===== src/sv/assert_macros.svh =====
// Assertion macros used by the top-level RTL file of the time-of-day clock.
`ifndef ASSERT_MACROS_SVH
`define ASSERT_MACROS_SVH

// Same-cycle implication, sampled on i_clk and disabled while i_rst_n is low.
`define ASSERT_HOLDS(label, ante, cons, msg) \
    label: assert property (@(posedge i_clk) disable iff (!i_rst_n) \
        (ante) |-> (cons)) else $error(msg);

// Next-cycle implication, sampled on i_clk and disabled while i_rst_n is low.
`define ASSERT_NEXT(label, ante, cons, msg) \
    label: assert property (@(posedge i_clk) disable iff (!i_rst_n) \
        (ante) |=> (cons)) else $error(msg);

`endif


===== src/sv/bcdtod_pkg.sv =====
// Types, constants and BCD increment functions of the time-of-day clock.
package bcdtod_pkg;

    typedef enum logic [1:0] {
        OP_TICK  = 2'd0,
        OP_LOAD  = 2'd1,
        OP_START = 2'd2,
        OP_STOP  = 2'd3
    } t_op;

    typedef enum logic [1:0] {
        CFG_ALARM_HOUR   = 2'd0,
        CFG_ALARM_MINUTE = 2'd1,
        CFG_ALARM_SECOND = 2'd2,
        CFG_ALARM_TENTH  = 2'd3
    } t_cfg_idx;

    localparam logic [3:0] TENTH_LAST  = 4'h9;
    localparam logic [6:0] SEXA_LAST   = 7'h59;
    localparam logic [4:0] HOUR_ONE    = 5'h01;
    localparam logic [4:0] HOUR_NINE   = 5'h09;
    localparam logic [4:0] HOUR_TEN    = 5'h10;
    localparam logic [4:0] HOUR_ELEVEN = 5'h11;
    localparam logic [4:0] HOUR_TWELVE = 5'h12;
    localparam logic [7:0] HOUR_RESET  = 8'h01;

    typedef struct packed {
        logic [7:0] hour;
        logic [6:0] minute;
        logic [6:0] second;
        logic [3:0] tenth;
    } t_tod;

    typedef struct packed {
        t_tod tod;
        logic halted;
        logic match_seen;
    } t_state;

    typedef struct packed {
        t_tod tod;
        logic alarm_irq;
        logic running;
    } t_result;

    // A digit of 9 or 15 wraps to 0; everything else counts up.
    function automatic logic [3:0] digit_next(input logic [3:0] d);
        if (d == 4'h9 || d == 4'hF) begin
            return 4'h0;
        end
        return d + 4'h1;
    endfunction

    // Two-digit BCD increment on a 7-bit value; the high digit wraps in 3 bits.
    function automatic logic [6:0] bcd7_next(input logic [6:0] x);
        if (x[3:0] == 4'h9 || x[3:0] == 4'hF) begin
            return {x[6:4] + 3'd1, 4'h0};
        end
        return {x[6:4], x[3:0] + 4'd1};
    endfunction

    // 12-hour rollover; only the PM bit and the 5-bit hour survive.
    function automatic logic [7:0] hour_next(input logic [7:0] h);
        logic [4:0] hr;
        logic [4:0] nhr;
        logic       pm;
        hr = h[4:0];
        pm = h[7] ^ (hr == HOUR_ELEVEN);
        if (hr == HOUR_TWELVE) begin
            nhr = HOUR_ONE;
        end else if (hr == HOUR_NINE) begin
            nhr = HOUR_TEN;
        end else begin
            nhr = {hr[4], hr[3:0] + 4'd1};
        end
        return {pm, 2'b00, nhr};
    endfunction

    // Advance the time by one tenth of a second with carries.
    function automatic t_tod tod_advance(input t_tod t);
        t_tod r;
        r = t;
        if (t.tenth != TENTH_LAST) begin
            r.tenth = digit_next(t.tenth);
        end else begin
            r.tenth = 4'h0;
            if (t.second != SEXA_LAST) begin
                r.second = bcd7_next(t.second);
            end else begin
                r.second = 7'h00;
                if (t.minute != SEXA_LAST) begin
                    r.minute = bcd7_next(t.minute);
                end else begin
                    r.minute = 7'h00;
                    r.hour   = hour_next(t.hour);
                end
            end
        end
        return r;
    endfunction

endpackage


===== src/sv/bcdtod_ifs.sv =====
// Channel interfaces of the time-of-day clock: input, result and configuration.
interface bcdtod_in_if;
    logic       valid;
    logic       ready;
    logic [1:0] operation;
    logic [7:0] load_hour;
    logic [6:0] load_minute;
    logic [6:0] load_second;
    logic [3:0] load_tenth;

    modport source (output valid, operation, load_hour, load_minute, load_second,
                    load_tenth, input ready);
    modport sink (input valid, operation, load_hour, load_minute, load_second,
                  load_tenth, output ready);
endinterface

interface bcdtod_out_if;
    logic       valid;
    logic       ready;
    logic [7:0] time_hour;
    logic [6:0] time_minute;
    logic [6:0] time_second;
    logic [3:0] time_tenth;
    logic       alarm_irq;
    logic       running;

    modport source (output valid, time_hour, time_minute, time_second, time_tenth,
                    alarm_irq, running, input ready);
    modport sink (input valid, time_hour, time_minute, time_second, time_tenth,
                  alarm_irq, running, output ready);
endinterface

interface bcdtod_cfg_if;
    logic       valid;
    logic       ready;
    logic [1:0] index;
    logic [7:0] data;

    modport source (output valid, index, data, input ready);
    modport sink (input valid, index, data, output ready);
endinterface


===== src/sv/bcdtod_step.sv =====
// Next-state and result logic for one input transaction of the clock.
module bcdtod_step (
    input  bcdtod_pkg::t_state  i_state,
    input  logic [1:0]          i_op,
    input  bcdtod_pkg::t_tod    i_load,
    input  bcdtod_pkg::t_tod    i_alarm,
    output bcdtod_pkg::t_state  o_state,
    output bcdtod_pkg::t_result o_result
);
    import bcdtod_pkg::*;

    t_tod w_adv;
    logic w_eq;
    logic w_irq;

    assign w_adv = tod_advance(i_state.tod);
    assign w_eq  = (w_adv == i_alarm);

    always_comb begin
        o_state = i_state;
        w_irq   = 1'b0;
        case (t_op'(i_op))
            OP_TICK: begin
                if (!i_state.halted) begin
                    o_state.tod        = w_adv;
                    o_state.match_seen = w_eq;
                    w_irq              = w_eq && !i_state.match_seen;
                end
            end
            OP_LOAD:  o_state.tod    = i_load;
            OP_START: o_state.halted = 1'b0;
            OP_STOP:  o_state.halted = 1'b1;
            default:  o_state = i_state;
        endcase
    end

    assign o_result.tod       = o_state.tod;
    assign o_result.alarm_irq = w_irq;
    assign o_result.running   = !o_state.halted;

endmodule


===== src/sv/bcdtod_outq.sv =====
// Result register with a skid stage that drives the result channel.
module bcdtod_outq (
    input  logic                 i_clk,
    input  logic                 i_rst_n,
    input  logic                 i_push,
    input  bcdtod_pkg::t_result  i_data,
    output logic                 o_ready,
    bcdtod_out_if.source         o_out
);
    import bcdtod_pkg::*;

    logic    r_out_valid;
    logic    r_skid_valid;
    t_result r_out_data;
    t_result r_skid_data;
    logic    w_pop;

    assign w_pop   = r_out_valid && o_out.ready;
    assign o_ready = !r_skid_valid;

    always_ff @(posedge i_clk) begin
        if (!i_rst_n) begin
            r_out_valid  <= 1'b0;
            r_skid_valid <= 1'b0;
        end else if (!r_out_valid || w_pop) begin
            if (r_skid_valid) begin
                r_out_valid  <= 1'b1;
                r_skid_valid <= 1'b0;
            end else begin
                r_out_valid  <= i_push;
            end
        end else if (i_push) begin
            r_skid_valid <= 1'b1;
        end
    end

    always_ff @(posedge i_clk) begin
        if (!r_out_valid || w_pop) begin
            if (r_skid_valid) begin
                r_out_data <= r_skid_data;
            end else if (i_push) begin
                r_out_data <= i_data;
            end
        end else if (i_push) begin
            r_skid_data <= i_data;
        end
    end

    assign o_out.valid       = r_out_valid;
    assign o_out.time_hour   = r_out_data.tod.hour;
    assign o_out.time_minute = r_out_data.tod.minute;
    assign o_out.time_second = r_out_data.tod.second;
    assign o_out.time_tenth  = r_out_data.tod.tenth;
    assign o_out.alarm_irq   = r_out_data.alarm_irq;
    assign o_out.running     = r_out_data.running;

endmodule


===== src/sv/bcd_time_of_day_clock_alarm.sv =====
// BCD time-of-day clock with 12-hour hours, PM flag and a tenth-exact alarm.
//
// Each input transaction on i_in is a tick (one tenth of a second has gone by),
// a time load, a start or a stop. Every input transaction yields exactly one
// result transaction on o_out with the time after the step, the running flag
// and alarm_irq, which is high only on the running tick where the time begins
// to match the alarm registers.
// The alarm registers are written through i_cfg, index 0 hour, 1 minute,
// 2 second, 3 tenth; i_cfg is always ready and each write is registered.
// Each taken input's result goes to the result register, or to the skid stage
// while that register is full and unread. One transaction is taken per cycle
// while i_in.ready is high; the BCD carry chain and the alarm compare sit between
// the state registers and the result register. When the receiver stalls, a skid
// stage takes one more result; i_in.ready drops only while both stages are full.
// Synchronous reset (i_rst_n low) stops the clock at 01:00:00.0 AM, clears the
// alarm registers and the match history, and empties the result stages.
`include "assert_macros.svh"

module bcd_time_of_day_clock_alarm (
    input  logic          i_clk,
    input  logic          i_rst_n,
    bcdtod_cfg_if.sink    i_cfg,
    bcdtod_in_if.sink     i_in,
    bcdtod_out_if.source  o_out
);
    import bcdtod_pkg::*;

    // Clock state and alarm registers.
    t_state  r_state;
    t_state  n_state;
    t_tod    r_alarm;
    t_tod    w_load;
    t_result w_result;
    logic    w_q_ready;
    logic    w_in_accept;
    logic    w_cfg_accept;

    assign i_in.ready   = w_q_ready;
    assign i_cfg.ready  = 1'b1;
    assign w_in_accept  = i_in.valid && w_q_ready;
    assign w_cfg_accept = i_cfg.valid;

    assign w_load.hour   = i_in.load_hour;
    assign w_load.minute = i_in.load_minute;
    assign w_load.second = i_in.load_second;
    assign w_load.tenth  = i_in.load_tenth;

    // All arithmetic for a transaction happens here in one pass.
    bcdtod_step u_step (
        .i_state  (r_state),
        .i_op     (i_in.operation),
        .i_load   (w_load),
        .i_alarm  (r_alarm),
        .o_state  (n_state),
        .o_result (w_result)
    );

    // State moves only when a transaction is taken; the result is pushed then.
    always_ff @(posedge i_clk) begin
        if (!i_rst_n) begin
            r_state.tod.hour   <= HOUR_RESET;
            r_state.tod.minute <= 7'h00;
            r_state.tod.second <= 7'h00;
            r_state.tod.tenth  <= 4'h0;
            r_state.halted     <= 1'b1;
            r_state.match_seen <= 1'b0;
        end else if (w_in_accept) begin
            r_state <= n_state;
        end
    end

    // Alarm register writes; each register keeps only its own width.
    always_ff @(posedge i_clk) begin
        if (!i_rst_n) begin
            r_alarm <= '0;
        end else if (w_cfg_accept) begin
            case (t_cfg_idx'(i_cfg.index))
                CFG_ALARM_HOUR:   r_alarm.hour   <= i_cfg.data;
                CFG_ALARM_MINUTE: r_alarm.minute <= i_cfg.data[6:0];
                CFG_ALARM_SECOND: r_alarm.second <= i_cfg.data[6:0];
                CFG_ALARM_TENTH:  r_alarm.tenth  <= i_cfg.data[3:0];
                default:          r_alarm        <= r_alarm;
            endcase
        end
    end

    bcdtod_outq u_outq (
        .i_clk   (i_clk),
        .i_rst_n (i_rst_n),
        .i_push  (w_in_accept),
        .i_data  (w_result),
        .o_ready (w_q_ready),
        .o_out   (o_out)
    );

    // An alarm can only fire on a tick that counted.
    `ASSERT_HOLDS(a_irq_when_running, o_out.valid && o_out.alarm_irq, o_out.running,
        "alarm interrupt on a result from a stopped clock")
    // A tick on a stopped clock leaves the time alone.
    `ASSERT_NEXT(a_stopped_tick_holds,
        w_in_accept && (i_in.operation == OP_TICK) && r_state.halted,
        $stable(r_state.tod), "time changed on a tick while stopped")
    // Match history changes only on a counting tick.
    `ASSERT_NEXT(a_match_history,
        !(w_in_accept && (i_in.operation == OP_TICK) && !r_state.halted),
        $stable(r_state.match_seen), "match history changed outside a running tick")

endmodule


===== src/flat_wrapper.sv =====
// flat-port wrapper written by rule: the top's interface ports become plain ports
module bcd_time_of_day_clock_alarm_flat import bcdtod_pkg::*;
  (i_clk, i_rst_n, i_cfg_valid, i_cfg_index, i_cfg_data, i_cfg_ready, i_in_valid, i_in_operation, i_in_load_hour, i_in_load_minute, i_in_load_second, i_in_load_tenth, i_in_ready, o_out_valid, o_out_time_hour, o_out_time_minute, o_out_time_second, o_out_time_tenth, o_out_alarm_irq, o_out_running, o_out_ready);
  bcdtod_cfg_if i_cfg_i ();
  bcdtod_in_if i_in_i ();
  bcdtod_out_if o_out_i ();
  input  logic i_clk;
  input  logic i_rst_n;
  input wire logic [$bits(i_cfg_i.valid)-1:0] i_cfg_valid;
  input wire logic [$bits(i_cfg_i.index)-1:0] i_cfg_index;
  input wire logic [$bits(i_cfg_i.data)-1:0] i_cfg_data;
  output wire logic [$bits(i_cfg_i.ready)-1:0] i_cfg_ready;
  input wire logic [$bits(i_in_i.valid)-1:0] i_in_valid;
  input wire logic [$bits(i_in_i.operation)-1:0] i_in_operation;
  input wire logic [$bits(i_in_i.load_hour)-1:0] i_in_load_hour;
  input wire logic [$bits(i_in_i.load_minute)-1:0] i_in_load_minute;
  input wire logic [$bits(i_in_i.load_second)-1:0] i_in_load_second;
  input wire logic [$bits(i_in_i.load_tenth)-1:0] i_in_load_tenth;
  output wire logic [$bits(i_in_i.ready)-1:0] i_in_ready;
  output wire logic [$bits(o_out_i.valid)-1:0] o_out_valid;
  output wire logic [$bits(o_out_i.time_hour)-1:0] o_out_time_hour;
  output wire logic [$bits(o_out_i.time_minute)-1:0] o_out_time_minute;
  output wire logic [$bits(o_out_i.time_second)-1:0] o_out_time_second;
  output wire logic [$bits(o_out_i.time_tenth)-1:0] o_out_time_tenth;
  output wire logic [$bits(o_out_i.alarm_irq)-1:0] o_out_alarm_irq;
  output wire logic [$bits(o_out_i.running)-1:0] o_out_running;
  input wire logic [$bits(o_out_i.ready)-1:0] o_out_ready;
  assign i_cfg_i.valid = i_cfg_valid;
  assign i_cfg_i.index = i_cfg_index;
  assign i_cfg_i.data = i_cfg_data;
  assign i_cfg_ready = i_cfg_i.ready;
  assign i_in_i.valid = i_in_valid;
  assign i_in_i.operation = i_in_operation;
  assign i_in_i.load_hour = i_in_load_hour;
  assign i_in_i.load_minute = i_in_load_minute;
  assign i_in_i.load_second = i_in_load_second;
  assign i_in_i.load_tenth = i_in_load_tenth;
  assign i_in_ready = i_in_i.ready;
  assign o_out_valid = o_out_i.valid;
  assign o_out_time_hour = o_out_i.time_hour;
  assign o_out_time_minute = o_out_i.time_minute;
  assign o_out_time_second = o_out_i.time_second;
  assign o_out_time_tenth = o_out_i.time_tenth;
  assign o_out_alarm_irq = o_out_i.alarm_irq;
  assign o_out_running = o_out_i.running;
  assign o_out_i.ready = o_out_ready;
  bcd_time_of_day_clock_alarm u_core (.i_clk(i_clk), .i_rst_n(i_rst_n), .i_cfg(i_cfg_i), .i_in(i_in_i), .o_out(o_out_i));
endmodule

===== config.mk =====
export PLATFORM = sky130hd
export DESIGN_NAME = bcd_time_of_day_clock_alarm_flat
export DESIGN_NICKNAME = d
export VERILOG_FILES = /design/src/sv/bcdtod_pkg.sv /design/src/sv/bcdtod_ifs.sv /design/src/sv/bcdtod_step.sv /design/src/sv/bcdtod_outq.sv /design/src/sv/bcd_time_of_day_clock_alarm.sv /design/src/flat_wrapper.sv
export VERILOG_INCLUDE_DIRS = /design/src /design/src/sv
export SDC_FILE = /design/constraint.sdc
export NUM_CORES = 1
export LEC_CHECK = 0
export BUFFER_PORTS_ARGS = -buffer_cell sky130_fd_sc_hd__buf_2
export CORE_MARGIN = 4
export CORE_UTILIZATION = 45
export DETAILED_ROUTE_END_ITERATION = 7
export HOLD_SLACK_MARGIN = 0.02
export PLACE_DENSITY = 0.62
export SYNTH_ARGS = -nofsm -noshare
export SYNTH_HDL_FRONTEND = slang
export SYNTH_SLANG_ARGS = --single-unit

===== constraint.sdc =====
create_clock -name i_clk -period 2.9 [get_ports i_clk]
set_clock_uncertainty 0.05 [all_clocks]
set_input_delay 0.58 -clock i_clk [delete_from_list [all_inputs] [get_ports i_clk]]
set_output_delay 0.58 -clock i_clk [all_outputs]
set_load 0.02 [all_outputs]

==> results of run 1 <==
[layer usage]
metal | routed length [um] | part of all wire [%]
met1 | 9050 | 47
met5 | 0 | 0
met2 | 8540 | 44
met3 | 1400 | 7.2
met4 | 429 | 2.2
[cell usage after synthesis, drive strengths merged (4+ instances only)]
cell,n
nand4b,5
o21ai,38
o41ai,4
xor2,4
nand2,69
a211oi,5
nand2b,7
o21a,5
nor3,14
o22a,4
nand3b,8
o22ai,11
mux2i,36
a21oi,35
inv,28
nand4,6
dfxtp,56
xnor2,11
mux2,22
ha,13
o211ai,4
edfxtp,56
a2bb2oi,4
nor2b,5
nor2,68
nor4,9
or4,4
nand3,12
buf,13
clkbuf,31
a22oi,14
o31ai,4
and2,8
[state kept, by name (all words and copies together) (netlist names)]
name and flops:
u_core.r_alarm 26, u_core.u_outq.o_out.running 1, u_core.u_outq.r_skid_data 28, u_core.u_outq.o_out.time_tenth 4, u_core.r_state 28, u_core.u_outq.o_out.alarm_irq 1, u_core.u_outq.o_out.valid 1, u_core.u_outq.r_skid_valid 1
u_core.u_outq.o_out.time_hour 8, u_core.u_outq.o_out.time_second 7, u_core.u_outq.o_out.time_minute 7
[repair_timing]
| action | in CTS | in global routing |
|---|---|---|
| gates resized for setup | 1 | 9 |
| buffers inserted | 0 | 5 |
| gates cloned | 0 | 1 |
| endpoints found under the setup margin | 1 | 4 |
| endpoints found under the hold margin | 0 | 0 |
| pin swaps | 0 | 6 |
[worst max path at each step]
stage / slack (ps) / cells past startpoint / start / endpoint
after floorplan: 280 / 3 / i_in_valid / u_core.u_outq.r_skid_data[0]
after global placement: 120 / 9 / u_core.r_state[14] / u_core.u_outq.o_out.alarm_irq
after detailed placement: 9 / 9 / u_core.r_state[14] / u_core.u_outq.o_out.alarm_irq
after CTS: 50 / 10 / u_core.r_state[3] / u_core.u_outq.o_out.alarm_irq
after global routing: 2 / 10 / u_core.r_state[3] / u_core.u_outq.o_out.alarm_irq
final: 90 / 9 / u_core.r_state[3] / u_core.u_outq.o_out.alarm_irq
[worst reg2reg max path: stages (launching register included)]
cell,delay (ps)
dfxtp_1,340
inv_1,80
ha_2,250
and4b_2,380
nand4_1,230
mux2i_1,430
xnor2_1,150
nor4_1,310
nand3_1,190
o31ai_2,240
[power groups by stage]
stage          clock (mW)  sequential [mW]  combinational [mW]
2_1_floorplan           0             1.88               0.381
3_3_place_gp            0             1.85               0.643
3_5_place_dp            0             1.86               0.651
4_1_cts              1.23             1.82               0.654
5_1_grt              1.29             1.83               0.724
6_report             1.21             1.82               0.662
[layout make-up]
class                           instances  area share, %
Clock buffer                           10           3.07
Multi-Input combinational cell        485           44.3
Inverter                               29           1.46
Clock inverter                          6          0.704
Timing Repair Buffer                  120           9.83
Tap cell                              180           3.02
Sequential cell                       112           37.6
[logic make-up (layout without fill, tap and decap cells)]
group                    count (synthesis)  after routing  share of synthesized area (%)
adder cells (fa/ha/maj)                 13             13                           2.55
AO/OA/AOI/OAI                          162            162                           17.7
buffers and inverters                   73            165                           4.79
multiplexers                            58             58                           9.74
AND/OR/NAND/NOR                        235            236                           19.1
flip-flops                             112            112                           44.0
XOR/XNOR                                15             15                           2.06
other                                    1              1                         0.0589
[placed cells by master (no fill, tap or decap), types with 9 or more instances in the layout]
master	instances
buf_4	47
nor2_1	65
o21ai_0	35
nor3_1	14
edfxtp_1	56
nand2_1	68
a22oi_1	14
buf_2	72
nor4_1	9
dfxtp_1	55
a21oi_1	34
ha_1	11
mux2i_1	34
inv_1	28
nand3_1	12
clkbuf_16	9
o22ai_1	11
xnor2_1	11
mux2_2	22
==> results.tsv, run 1 <==
metric	value	unit
Clk Latency, worst-skew pair	360	ps
Setup crit start kind	register	
Post-Route WL	19400	um
status	finished, final reports clean	
CP cell instances	inv_1, ha_2, and4b_2, nand4_1, mux2i_1, xnor2_1, nor4_1, nand3_1, o31ai_2	
internal power	2.62	mW
DIE HEIGHT	127	um
area grow syn2layout	17.1	%
setup TNS	0	ps
GP Congestion	0.987	
met2 Use GR	36.5	%
Initial DRT Pass Iterations	5	
Die W	127	um
sequential share of power	49.4	%
Critical R2R Launch	u_core.r_state[3]	
Worst Setup Slack, final	86.8	ps
FMAX	355	MHz
HPWL after DPL	14700	um
Initial Util	45.9	%
vias in the first global route	5293	
CP top delay family	simple AND/OR/NAND/NOR gates	
CP arrival	2950	ps
Via density	5.90	
Worst VDD drop	0.000303	V
Tot GR Track Use	24.1	%
placed instance area	7100	sq um
drt initial violations	569	
critical path class	register to register	
Critical Path RT	3040	ps
Post-synth EDFFs	56	
Main synth FF type	edfxtp_1	
Rows	43	
switching share of power	29.0	%
slew at the pin with the worst max-slew slack	578	ps
Mapped Nets	725	
Hold Path Depth	3	
clk root buf	clkbuf_16	
placed insts	920	
Post-layout nets	813	
synth warn	0	
endpoint class of the critical path	register	
share of layout cells above drive strength 1	24.3	%
met3 GRT Util	3.22	%
Max-slew headroom	61.4	%
Worst Hold Margin	413	ps
diode count	0	
clock power share	32.7	%
Hold Buf Count CTS	0	
worst reg2reg path depth	9	
Switch Pwr	1.07	mW
hold path endpoint	u_core.r_alarm[25]	
Final Hold Fails	0	
CTS HTree Levels	3	
via count	5556	
antenna violations before repair	0	
sequential area share after synthesis	44.0	%
# fillers	1323	
total power	3.69	mW
Synth Cell Area	6370	sq um
CTS buffer count	9	
Core ar.	13900	sq um
synthesized area per cell	9.52	sq um
FF+latch area	2800	sq um
Util after Layout	53.7	%
DRT antenna net count	0	
r2r endpoint	u_core.u_outq.o_out.alarm_irq	
ys async rst share	0	%
endpoints failing setup	0	
clock buffer depth	2	
FF-to-FF setup slack	90	ps
Slew Limit Fails	0	
Tcrit/Tclk final	97.0	%
P per Cell Area	494	nW/um^2
crit path time final	2810	ps
Comb power frac	17.9	%
Synth top area share	26.4	%
largest net degree at the start of global routing	42	
setup slack at placement	8.70	ps
post-synthesis cell type count	83	
CP max FO	5	
DRC	0	
Clock transition at path regs	80	ps
largest area contributor in the netlist	edfxtp_1	
GR Util met1	36.0	%
Num Clock Sinks	112	
# IOs	74	
Overflow after GRT	0	
synthesized flop and latch total	112	
leakage	3.07	nW
Mapped Cells	669	
per-cell routed wire length	20.6	um
unrepaired setup endpoints after global routing	no	
CTS tree	built	
input/output buffers	72	
post-route insts no fill	942	
crit path buf inv count	1	
worst hold path type	input port to register	
GR peak layer	met2	
Finished Cell Area	7460	sq um
global-route wire length before repair	30200	um
Synth area leaders	edfxtp_1 26%, dfxtp_1 18%, mux2i_1 5.5%	
max cap viols	0	
multi-input logic area	3310	sq um
DIE AREA	16100	sq um
hold_sp	i_cfg_data[7]	
Critical-path top delay cell	mux2i_1	
CP peak stage delay	430	ps
(Power assumes the default switching activity.)
==> inputs of run 2 (changes only) <==
--- a/config.mk
+++ b/config.mk
@@ -6,11 +6,13 @@
 export SDC_FILE = /design/constraint.sdc
 export NUM_CORES = 1
 export LEC_CHECK = 0
+export ABC_AREA = 1
 export BUFFER_PORTS_ARGS = -buffer_cell sky130_fd_sc_hd__buf_2
 export CORE_MARGIN = 4
 export CORE_UTILIZATION = 45
 export DETAILED_ROUTE_END_ITERATION = 7
 export HOLD_SLACK_MARGIN = 0.02
+export MAX_ROUTING_LAYER = met4
 export PLACE_DENSITY = 0.62
 export SYNTH_ARGS = -nofsm -noshare
 export SYNTH_HDL_FRONTEND = slang
==> run 2 against run 1 <==
Routed wire length down 4.4%. Global-route usage up 0.15 points. Synthesized cell count up 26%. Die area down 1.8%. Via count up 5.1%. Critical endpoint is now u_core.u_outq.o_out.time_hour[0].
==> results.tsv, run 2 <==
metric	value	unit
Commonest cells post-synth	254 x nand2_1, 94 x inv_1, 81 x o21ai_0	
Worst Setup Slack, final	214	ps
most common cell after layout, fill and taps aside	nand2_1	
endpoints failing setup	0	
input/output buffers	72	
slew at the pin with the worst max-slew slack	1170	ps
DRT antenna net count	0	
CTS buffer count	9	
worst hold path type	register to register	
Critical Path RT	2970	ps
post-CTS setup buffer count	0	
switching share of power	31.2	%
FMAX	372	MHz
via count	5842	
P per Cell Area	537	nW/um^2
HPWL after DPL	14200	um
Main synth FF type	edfxtp_1	
Largest regs	u_core.r_state x28, u_core.u_outq.r_skid_data x28, u_core.r_alarm x26	
Tcrit/Tclk final	92.6	%
Critical-path top delay cell	dfxtp_1	
largest net degree at the start of global routing	54	
Slew Limit Fails	0	
Final Hold Fails	0	
per-cell routed wire length	17.1	um
endpoint class of the critical path	register	
Via density	5.37	
Synth Cell Area	6250	sq um
area grow syn2layout	13.1	%
Switch Pwr	1.18	mW
largest area contributor in the netlist	edfxtp_1	
Synth top area share	26.9	%
Critical path origin	u_core.r_state[2]	
Post-synth EDFFs	56	
diode count	0	
Overflow after GRT	0	
Rows	42	
CP cell instances	ha_1, nand2_2, nor2_4, buf_4, nand3_2, nand2_1, nand2_1, o21ai_0, o211ai_1, nand2_1, nand2_1	
PostCTS Resize Cnt	0	
most common cell in the netlist	nand2_1	
vias in the first global route	5467	
CP max FO	13	
synth warn	0	
Mapped Cells	844	
ys async rst share	0	%
sequential area share after synthesis	44.9	%
global-route wire length before repair	29800	um
CTS HTree Levels	3	
Worst VDD drop	0.000378	V
CP arrival	2760	ps
Clk Latency, worst-skew pair	360	ps
crit path buf inv count	1	
antenna violations before repair	0	
Max-slew headroom	22.0	%
Setup crit start kind	register	
setup slack at placement	288	ps
most frequent cells in the layout	254 x nand2_1, 94 x inv_1, 81 x o21ai_0, 72 x buf_2, 62 x a21oi_1	
Core ar.	13400	sq um
Clock transition at path regs	80	ps
unrepaired setup endpoints after global routing	no	
share of layout cells above drive strength 1	13.4	%
CTS tree	built	
sequential share of power	48.8	%
Die W	126	um
max cap viols	0	
DIE AREA	15800	sq um
Mapped Nets	900	
internal power	2.61	mW
clock power share	32.7	%
hold_sp	u_core.r_alarm[25]	
CP peak stage delay	460	ps
Initial Util	46.6	%
critical path class	register to register	
Most common cell on crit path	nand2_1	
Hold Buf Count CTS	0	
# IOs	74	
clock buffer depth	2	
GP Congestion	0.976	
DRC	0	
Tot GR Track Use	24.3	%
status	finished, final reports clean	
Post-Route WL	18600	um
Comb power frac	18.5	%
synthesized area per cell	7.40	sq um
Num Clock Sinks	112	
synthesized flop and latch total	112	
CP top delay family	simple AND/OR/NAND/NOR gates	
Synth area leaders	edfxtp_1 27%, dfxtp_1 18%, nand2_1 15%	
drt initial violations	548	
Initial DRT Pass Iterations	5	
Critical R2R Launch	u_core.r_state[2]	
crit path time final	2690	ps
DIE HEIGHT	126	um
clk root buf	clkbuf_16	
post-synthesis cell type count	33	
Post-layout nets	962	
leakage	3.25	nW
setup TNS	0	ps
-- run 2: cell types whose count changed in the layout (fill, tap and decap cells not counted), sizes merged, moves of 10 or more --
| cell | change |
|---|---|
| o21ai | +44 |
| nand4 | +11 |
| inv | +72 |
| buf | -33 |
| a22oi | -14 |
| nand3 | +47 |
| mux2i | -36 |
| o211ai | +12 |
| mux2 | -22 |
| nand2 | +189 |
| nor3 | -11 |
| o22ai | -11 |
| a21oi | +27 |
| xnor2 | -10 |
-- run 2: layer usage --
metal	part of all wire, %	track usage (%)	wire length (um)	vias to the layer above
met4	2.2	8.08	408	0
met1	49	35.2	9140	2698
met5	0	-	0	-
met3	6.8	4.19	1270	24
li1	-	-	-	2939
met2	42	34.5	7740	181
-- run 2: cells by family (layout without fill, tap and decap cells) --
logic type	count (synthesis)	in the layout	synth area share, %
AND/OR/NAND/NOR	407	407	28.2
AO/OA/AOI/OAI	173	173	15.3
buffers and inverters	136	203	8.71
flip-flops	112	112	44.9
adder cells (fa/ha/maj)	13	13	2.60
XOR/XNOR	2	2	0.280
other	1	1	0.0600
-- run 2: metrics by stage --
step                cell area, sq um  utilization [%]  total power [mW]  hold slack, ps  cells
floorplan                       6250                -              2.33             391    844
global placement                6780             50.6              2.57             409   1071
detailed placement              6780             50.6              2.58             411   1071
CTS                             7060             52.7              3.81             423   1087
global route                    7060             52.7              3.98             467   1087
finish                          7060             52.7              3.79             424   1087
-- run 2: path summary, 6_finish.rpt --
kind,slack (ps),end,cells past startpoint
min,420,u_core.r_alarm[25],2
max,210,u_core.u_outq.o_out.time_hour[0],11
min reg2reg,420,u_core.r_alarm[25],2
max reg2reg,210,u_core.u_outq.o_out.time_hour[0],11
-- run 2: area by class of cell --
class                      instances  area, sq um
clock buffer                       9          225
clock inverter                     7         62.6
fill                            1352         6340
inverter                         100          375
multi-input combinational        596         2900
sequential                       112         2800
tap                              176          220
timing repair buffer              87          473
-- run 2: power by group through the flow --
stage               Sequential [mW]  Clock (mW)  Combinational (mW)
global route                   1.86        1.33               0.787
finish                         1.85        1.24               0.702
floorplan                      1.92           0               0.410
CTS                            1.85        1.26               0.699
detailed placement             1.88           0               0.696
global placement               1.88           0               0.689
-- run 2: worst min-delay path: stages (launching register included) --
cell	delay, ps
dfxtp_1	320
inv_1	60
a21oi_1	50
==> inputs of run 3 (changes only) <==
--- a/config.mk
+++ b/config.mk
@@ -10,6 +10,7 @@
 export BUFFER_PORTS_ARGS = -buffer_cell sky130_fd_sc_hd__buf_2
 export CORE_MARGIN = 4
 export CORE_UTILIZATION = 45
+export CTS_BUF_LIST = sky130_fd_sc_hd__clkbuf_4 sky130_fd_sc_hd__clkbuf_8 sky130_fd_sc_hd__clkbuf_16
 export DETAILED_ROUTE_END_ITERATION = 7
 export HOLD_SLACK_MARGIN = 0.02
 export MAX_ROUTING_LAYER = met4
==> constraint.sdc (replaced) <==
create_clock -name i_clk -period 2.7 [get_ports i_clk]
set_clock_uncertainty 0.05 [all_clocks]
set_input_delay 0.54 -clock i_clk [delete_from_list [all_inputs] [get_ports i_clk]]
set_output_delay 0.54 -clock i_clk [all_outputs]
set_load 0.02 [all_outputs]
==> run 3 against run 2 <==
Sequential power rose by 8%. Non-clock buffer count grew 3. Highest routed layer unchanged. Clock power grew 9.7%. Via count down 0.70%. Worst hold slack got worse by 4.0 ps. Die area did not move. Power increased by 8.4%. Clock-buffer cell count rose by 1. Core utilization rose by 0.46 points. Combinational power up 8.1%. Routed wire length shrank 1.7%.
==> results.tsv, run 3 (synthesized netlist as in run 2, its figures left out) <==
metric	value	unit
status	finished, final reports clean	
switching share of power	29.7	%
Max-slew headroom	25.9	%
clock power share	33.1	%
Clock transition at path regs	70	ps
leakage	3.28	nW
worst reg2reg path depth	16	
per-cell routed wire length	16.7	um
Hold Buf Count CTS	0	
Largest regs	u_core.r_state x28, u_core.u_outq.r_skid_data x28, u_core.r_alarm x26	
P per Cell Area	577	nW/um^2
Initial Util	46.6	%
HPWL after DPL	14100	um
FMAX	397	MHz
Slew Limit Fails	0	
most frequent cells in the layout	254 x nand2_1, 94 x inv_1, 80 x o21ai_0, 72 x buf_2, 62 x a21oi_1	
CP max FO	7	
DR WL met3	1250	um
Switch Pwr	1.22	mW
Tot GR Track Use	23.2	%
Post-Route WL	18300	um
most common cell after layout, fill and taps aside	nand2_1	
clk root buf	clkbuf_16	
Hold Path Depth	3	
input/output buffers	72	
FF+latch area	2800	sq um
CTS buffer count	9	
DRT antenna net count	0	
Clk Latency, worst-skew pair	360	ps
critical path depth	16	
# IOs	74	
CP arrival	2670	ps
post-route insts no fill	1090	
Die W	126	um
Via density	5.32	
clock buffer depth	2	
Overflow after GRT	0	
Most common cell on crit path	nand2_1	
diode count	0	
Util after Layout	53.2	%
endpoint class of the critical path	register	
internal power	2.89	mW
global-route wire length before repair	28400	um
DIE AREA	15800	sq um
slew at the pin with the worst max-slew slack	1110	ps
Worst VDD drop	0.000374	V
CP top delay family	simple AND/OR/NAND/NOR gates	
crit path time final	2520	ps
Tcrit/Tclk final	93.2	%
Core ar.	13400	sq um
CTS HTree Levels	3	
share of layout cells above drive strength 1	14.0	%
multi-input logic area	2920	sq um
crit path buf inv count	1	
vias in the first global route	5233	
# fillers	1344	
sequential share of power	48.4	%
Worst Hold Margin	421	ps
Critical-path top delay cell	dfxtp_1	
placed insts	1073	
Num Clock Sinks	112	
max cap viols	0	
met1 WL	8910	um
GP Congestion	0.928	
area grow syn2layout	14.1	%
via count	5801	
critical path class	register to register	
CTS tree	built	
Top Metal Used	met4	
DRC	0	
Setup crit start kind	register	
Final Hold Fails	0	
Post-layout nets	965	
Critical Path RT	2850	ps
worst hold path type	input port to register	
Initial DRT Pass Iterations	5	
CP cell instances	inv_1, ha_2, nand2_2, nor2_4, nand3_4, nor2_4, nand2_1, nand2_1, nand2_1, nand2_1, nand2_1, nor2_1, nand2_1, nor2_2, nand3_1, a21oi_1	
DIE HEIGHT	126	um
endpoints failing setup	0	
drt initial violations	528	
Comb power frac	18.5	%
Rows	42	
largest net degree at the start of global routing	54	
antenna violations before repair	0	
CP peak stage delay	340	ps
WL met2	7930	um
unrepaired setup endpoints after global routing	yes	
[run 3: cell types whose count changed in the layout (fill, tap and decap cells not counted), sizes merged]
cell,delta
buf,+3
bufinv,+1
clkbuf,+1
clkinv,+1
clkinvlp,-1
inv,-2
[run 3: power by group through the flow]
stage	logic, mW	clock network, mW	registers (mW)
detailed placement	0.747	0	2.02
CTS	0.752	1.38	1.99
global route	0.844	1.46	2.00
global placement	0.740	0	2.02
finish	0.759	1.36	1.99
floorplan	0.441	0	2.06
[run 3: per-stage QoR]
stage	cell area (sq um)	setup slack, ps	power, mW	TNS, ps
after floorplan	6250	303	2.50	0
after global placement	6800	171	2.76	0
after detailed placement	6800	128	2.77	0
after CTS	7100	95.2	4.12	0
after global routing	7120	-45.3	4.30	-61.0
final	7120	183	4.11	0
[run 3: worst reg2reg max path: cells and delay by family (launching register included)]
| kind | cells | cell delay [ps] |
|---|---|---|
| simple gates | 13 | 1440 |
| fa+ha+maj | 1 | 240 |
| compound gates | 1 | 140 |
| flops | 1 | 340 |
| buf+inv | 1 | 150 |
[run 3: layer usage]
metal  track usage, %  up-vias
met5                -        -
li1                 -     2947
met3             3.64       12
met1             34.2     2638
met2             33.6      204
met4             5.74        0
[run 3: area by class of cell]
type | instances | share of cell area (%)
Timing Repair Buffer | 90 | 7.13
Multi-Input combinational cell | 596 | 41.0
Clock buffer | 10 | 3.27
Inverter | 100 | 5.27
Tap cell | 176 | 3.09
Sequential cell | 112 | 39.4
Clock inverter | 6 | 0.913
[run 3: final timing paths]
kind	slack, ps	endpoint	from
setup / recovery	180	u_core.u_outq.o_out.alarm_irq	u_core.r_state[3]
hold / removal	420	u_core.r_alarm[25]	i_cfg_data[7]
setup reg to reg	180	u_core.u_outq.o_out.alarm_irq	u_core.r_state[3]
hold reg to reg	430	u_core.r_alarm[3]	u_core.r_alarm[3]
[run 3: repair_timing]
item                                    4_1_cts  5_1_grt
setup buffers                                 0        1
resized for setup                             0        5
endpoints found under the setup margin        0        5
